## config.mk

```make
export PLATFORM = sky130hd
export DESIGN_NAME = ilie_cell
export DESIGN_NICKNAME = d
export VERILOG_FILES = /design/src/rtl/ilie_pkg.sv /design/src/rtl/ilie_cell.sv
export SDC_FILE = /design/constraint.sdc
export NUM_CORES = 1
export LEC_CHECK = 0
export BUFFER_PORTS_ARGS = -buffer_cell sky130_fd_sc_hd__buf_2
export CAP_MARGIN = 20
export CELL_PAD_IN_SITES_DETAIL_PLACEMENT = 0
export CELL_PAD_IN_SITES_GLOBAL_PLACEMENT = 2
export CORE_ASPECT_RATIO = 0.5
export CORE_MARGIN = 2
export CORE_UTILIZATION = 18
export CTS_CLUSTER_DIAMETER = 120
export DETAILED_ROUTE_END_ITERATION = 12
export GPL_TIMING_DRIVEN = 0
export PLACE_DENSITY = 0.75
export SYNTH_ARGS = -nofsm -noshare
export SYNTH_HDL_FRONTEND = slang
export SYNTH_SLANG_ARGS = --single-unit
```

## constraint.sdc

```tcl
create_clock -name clk -period 0.8 [get_ports clk]
set_input_delay 0.16 -clock clk [delete_from_list [all_inputs] [get_ports clk]]
set_output_delay 0.16 -clock clk [all_outputs]
set_load 0.01 [all_outputs]
```

## src/rtl/ilie_pkg.sv

```systemverilog
// ----------------------------------------------------------------------------
// ilie_pkg
// Shared types and codes for the indexed list with insert and erase.
// ----------------------------------------------------------------------------
package ilie_pkg;

    localparam int ILIE_DEPTH      = 64;
    localparam int ILIE_ELEM_WIDTH = 32;

    // Index width for cell control, wide enough for the largest supported depth
    localparam int CTL_AW = 11;

    localparam int CMD_W  = 3;
    localparam int POS_W  = 7;
    localparam int WORD_W = 32;
    localparam int STAT_W = 2;

    localparam logic [CMD_W-1:0] CMD_PUSH   = 3'd0;
    localparam logic [CMD_W-1:0] CMD_POP    = 3'd1;
    localparam logic [CMD_W-1:0] CMD_INSERT = 3'd2;
    localparam logic [CMD_W-1:0] CMD_ERASE  = 3'd3;
    localparam logic [CMD_W-1:0] CMD_READ   = 3'd4;
    localparam logic [CMD_W-1:0] CMD_RESIZE = 3'd5;
    localparam logic [CMD_W-1:0] CMD_CLEAR  = 3'd6;

    localparam logic [STAT_W-1:0] ST_OK    = 2'd0;
    localparam logic [STAT_W-1:0] ST_RANGE = 2'd1;
    localparam logic [STAT_W-1:0] ST_FULL  = 2'd2;
    localparam logic [STAT_W-1:0] ST_EMPTY = 2'd3;

    // Cell operations broadcast along the row
    localparam logic [1:0] OP_NOP    = 2'd0;
    localparam logic [1:0] OP_INSERT = 2'd1;
    localparam logic [1:0] OP_ERASE  = 2'd2;
    localparam logic [1:0] OP_TRIM   = 2'd3;

    typedef struct packed {
        logic [1:0]        op;
        logic [CTL_AW-1:0] at;
    } ilie_ctl_t;

endpackage

```

## src/rtl/ilie_cell.sv

```systemverilog
// ----------------------------------------------------------------------------
// ilie_cell
// One slot of the list: holds, loads, shifts from a neighbor or clears.
// ----------------------------------------------------------------------------
module ilie_cell #(
    parameter int IDX        = 0,
    parameter int ELEM_WIDTH = ilie_pkg::ILIE_ELEM_WIDTH
) (
    input  logic                   clk,
    input  logic                   rst_n,
    input  ilie_pkg::ilie_ctl_t    ctl,
    input  logic [ELEM_WIDTH-1:0]  load_d,
    input  logic [ELEM_WIDTH-1:0]  left_d,
    input  logic [ELEM_WIDTH-1:0]  right_d,
    output logic [ELEM_WIDTH-1:0]  q
);
    import ilie_pkg::*;

    localparam logic [CTL_AW-1:0] MY_IDX = CTL_AW'(IDX);

    logic [ELEM_WIDTH-1:0] q_reg;
    logic [ELEM_WIDTH-1:0] q_next;

    always_comb
    begin
        q_next = q_reg;
        case (ctl.op)
            OP_INSERT:
            begin
                if (MY_IDX > ctl.at)
                begin
                    q_next = left_d;
                end
                else if (MY_IDX == ctl.at)
                begin
                    q_next = load_d;
                end
            end
            OP_ERASE:
            begin
                // slots at and above the end are zero, so pulling from the right is safe
                if (MY_IDX >= ctl.at)
                begin
                    q_next = right_d;
                end
            end
            OP_TRIM:
            begin
                if (MY_IDX >= ctl.at)
                begin
                    q_next = '0;
                end
            end
            default:
            begin
                q_next = q_reg;
            end
        endcase
    end

    always_ff @(posedge clk or negedge rst_n)
    begin
        if (!rst_n)
        begin
            q_reg <= '0;
        end
        else
        begin
            q_reg <= q_next;
        end
    end

    assign q = q_reg;

endmodule

```

== Word level (Yosys, flattened, before mapping) ==
Index checks and enable logic that the tools add are counted.

* Order comparisons: 2
* Equality and inequality tests: 6
* Multiplexer cells: 5
* Reductions and logical operators: 3

{| class="wikitable"
|+ Operators by type and width
! kind !! count
|-
| $mux W32 || 4
|-
| $pmux W32 S3 || 1
|-
| $ge A1 B11 Y1 const A || 1
|-
| $gt A1 B11 Y1 const A || 1
|-
| $logic_not A11 Y1 || 1
|-
| $eq A2 B2 Y1 const B || 2
|-
| $ne A2 B2 Y1 const B || 2
|-
| $reduce_and A4 Y1 || 1
|-
| $ne A3 B3 Y1 const B || 1
|-
| $reduce_bool A3 Y1 || 1
|-
| $eq A2 B1 Y1 const B || 1
|}

* Register bits after elaboration: 32
* Input port bits: 111
* Output and inout port bits: 32
* Word-level logic and storage cells: 17

== Longest topological paths before layout ==
* Word-level depth: 4
* Depth in mapped cells: 5

== Worst setup path before layout ==
OpenSTA, ideal clock, no wires.

* Path kind: input to register
* Start point: input port ctl[9] (netlist bit)
* End point: register q_reg[0] (netlist: q[0])
* Setup time: 79 ps
* Arrival: 1054 ps
* Required time: 721 ps
* Setup slack: -333 ps
* Stages on the path: 5
* Cell sequence: nor4_2 o2111a_1 buf_6 buf_12 mux2i_1

* Word-level cells in the longest chain between the ends: 3
* Elaborated cells on any way between the ends: 9
* Classes of those cells: 2 x order compare; 3 x eq/ne; 2 x mux; 2 x reduce/logical

{| class="wikitable"
|+ RTL lines
! what !! line !! text
|-
| from (decl) || ilie_cell.sv:11 || <nowiki>input ilie_pkg::ilie_ctl_t ctl,</nowiki>
|-
| $gt A1 B11 Y1 (tied with other cells) || ilie_cell.sv:30 || <nowiki>if (MY_IDX > ctl.at)</nowiki>
|-
| $ne A3 B3 Y1 (no source line) (tied with other cells) || -- ||
|-
| $reduce_and A4 Y1 (no source line) / $pmux W32 S3 (equally long branches) || -- ||
|-
| to (signal assigned) || ilie_cell.sv:69 || <nowiki>q_reg <= q_next;</nowiki>
|-
| to (decl) || ilie_cell.sv:21 || <nowiki>logic [ELEM_WIDTH-1:0] q_reg;</nowiki>
|}

Parallel ways exist; a longest one is shown, timed or not.
A chain may end at the register's enable or synchronous reset.

== Final worst setup path ==
* Start point: input port ctl[9] (netlist bit)
* End point: register q_reg[14] (netlist: q[14])

The elaborated chain is that of the path after synthesis.

==> out/qor.txt <==
multiplexer share of the synthesized area: 18.2%
Post-Syn Area per Cell: 9.99 sq um
Worst-Margin Slew: 737 ps
Fin. Hold Viols: 32
# IOs: 143
Congestion Overflow GR: 0
max FFs per register: 32
Max Buffers Root-to-Sink: 2
chip height: 73.9 microns
core area: 9480 sq um
Rows: 25
Worst-Skew Late Latency: 270 ps
Worst R2R Start: q[29]$_DFFE_PN0P_
max_cap viols: 0
critical path type: in2reg
FF/Latch Area: 801 sq um
layout cells sized above 1: 47.3%
n_diodes: 0
# fillers: 994
unrepaired setup endpoints after global routing: true
cell taking the most area after synthesis: dfrtp_1
failing checks: hold timing, setup timing
XOR/XNOR Fraction of Synth Area: 0%
antenna violations before repair: 0
area of the mapped netlist: 1760 sq um
R2R Path End: q[29]$_DFFE_PN0P_
Util after Layout: 31.2%
Critical Path AT: 1270 ps
Post-Synth Simple-Gate Area: 13.5%
final wirelength: 5280 microns
Reg clk slew, reported paths: 50 ps
wire length of the first global-routing pass: 8200 microns
Mapped Nets: 287
Starting Density: 18.5%
Final Cycle Share: 135%
Synth Register Bits: 32
CTS H-tree lvls: 2
Pleak: 1.42 nW
GRT met3 Usage: 1.96%
FF-to-FF path depth: 4
routed vias: 1660
PD cells: 1470 nW/um^2
post-synthesis sequential area ratio: 45.6%
area of the multi-input gates: 753 sq um
met1 track demand over resource: 11.2%
port bufs: 110
Distinct cells, synth: 12
Final Wtd Congestion: 0.724
wire length per cell: 11.8 microns
TritonCTS Buffers: 5
root buffer cell: clkbuf_16
fin worst setup slack: -279 ps
post-route ant nets: 0
dpl hpwl: 4030 microns
Post-layout nets: 421
post-route insts no fill: 446
P&R area growth vs syn: 68.1%
full die area: 10600 sq um
status: complete, but fails checks
Syn Inst Count: 176
min cycle time layout: 1080 ps
crit path from: ctl[9]
largest family of logic cells by synthesized area: multiplexers
final hold slack: -61.0 ps
DR vias/cell: 3.72
clk sinks: 32
drt first pass iters: 6
All-Layer GR Usage: 9.98%
worst min-delay path class: in2async
DR iter-0 viols: 62
Ys Warns: 0
Die Span X: 144 microns
gr busiest metal: met2
Setup violations, final: 64
pin count of the biggest net entering global routing: 33
vias in the first global route: 1731
# DRC: 0
worst setup path endpoint: q[14]$_DFFE_PN0P_
post-synthesis compound-gate area fraction: 9.75%
top cell type's share of synthesized area: 45.6%
ranking of synthesized cells by area: dfrtp_1 46%, mux2i_1 18%, nor2b_1 12%
worst vdd ir: 0.766 mV
Worst Skew: 0 ps
worst endpoint required time: 990 ps
R2R setup slack: -70 ps
TritonCTS clock tree: yes
post-synthesis adder-cell area fraction: 0%
slew margin rel.: 50.9%
met2 Track Usage GR: 19.2%
placed insts: 421
Final Max Slew Viols: 0
CP endpoint kind: register
FMAX: 0.927 GHz
worst-path fanout max: 6
startpoint types: input port
-- worst max-delay path, stage by stage --
cell      delay (ps)
buf_6             90
nor4_4           250
o2111a_1         240
buf_6            180
buf_12           140
mux2i_2          210
-- synth_stat cells --
| cell type | count |
|---|---|
| nor2b_1 | 33 |
| a21oi_1 | 32 |
| dfrtp_1 | 32 |
| inv_1 | 32 |
| mux2i_1 | 32 |
| clkbuf_1 | 4 |
| buf_12 | 3 |
| buf_4 | 3 |
| nor4_2 | 2 |
| buf_6 | 1 |
| nor3_1 | 1 |
| o2111a_1 | 1 |
-- worst min-delay path by stage --
stage | from | endpoint | slack (ps)
after floorplan | rst_n | q[0]$_DFFE_PN0P_ | -140
after global placement | rst_n | q[18]$_DFFE_PN0P_ | 260
after detailed placement | rst_n | q[18]$_DFFE_PN0P_ | 280
after CTS | rst_n | q[18]$_DFFE_PN0P_ | -20
after global routing | rst_n | q[18]$_DFFE_PN0P_ | 20
final | rst_n | q[18]$_DFFE_PN0P_ | -60
-- per-stage QoR --
stage / hold slack [ps] / area (sq um) / TNS [ps] / total power (W) / worst slack, ps
after floorplan: -136 / 1770 / -10190 / 0.00189 / -327
after global placement: 257 / 2490 / -16750 / 0.00218 / -540
after detailed placement: 280 / 2490 / -17740 / 0.00219 / -593
after CTS: -15.3 / 2820 / -13180 / 0.00442 / -283
after global routing: 20.4 / 2960 / -15970 / 0.00461 / -351
final: -61.0 / 2960 / -12800 / 0.00436 / -279
-- layout by cell type, fill, tap and decap left out, types with 2 or more instances in the layout --
cell type,n
dfrtp_1,32
clkbuf_16,6
a21oi_1,32
mux2i_1,30
nor2b_1,33
inv_1,32
buf_2,91
mux2i_2,2
buf_6,20
buf_12,3
buf_4,18
nor4_4,2
clkbuf_1,3
-- cell families after synthesis --
family / count (synthesis)
buffers and inverters: 43
and+or+nand+nor: 36
AOI/OAI and AO/OA: 33
muxes: 32
DFF: 32
-- timing repair --
item / CTS / global route
gates resized for setup: 14 / 11
setup endpoints to repair: 64 / 64
setup buffers: 7 / 8
endpoints found under the hold margin: 32 / 0
gates cloned: 1 / 1
pin swaps: 1 / 0
-- where the power goes --
group / total (W) / internal (W) / switching (W)
sequential: 0.00166 / 0.00165 / 0.0000154
combinational: 0.000542 / 0.000297 / 0.000245
clock: 0.00215 / 0.00146 / 0.000692
total: 0.00436 / 0.00340 / 0.000953
-- routing by layer --
metal  part of all wire [%]  vias up  routed length (microns)
met5                      0        -                        0
met4                   0.76        0                       40
met3                    2.0        4                      108
met2                     56       23                     2960
met1                     41      803                     2170
li1                       -      830                        -
-- final cells by class --
type / instances / area share, %
Timing Repair Buffer: 127 / 28.2
Buffer: 11 / 3.73
Multi-Input combinational cell: 101 / 25.5
Inverter: 32 / 4.06
Tap cell: 135 / 5.72
Clock inverter: 3 / 1.44
Sequential cell: 32 / 27.1
Clock buffer: 5 / 4.23
No activity file was read; power rests on OpenSTA's default activity.
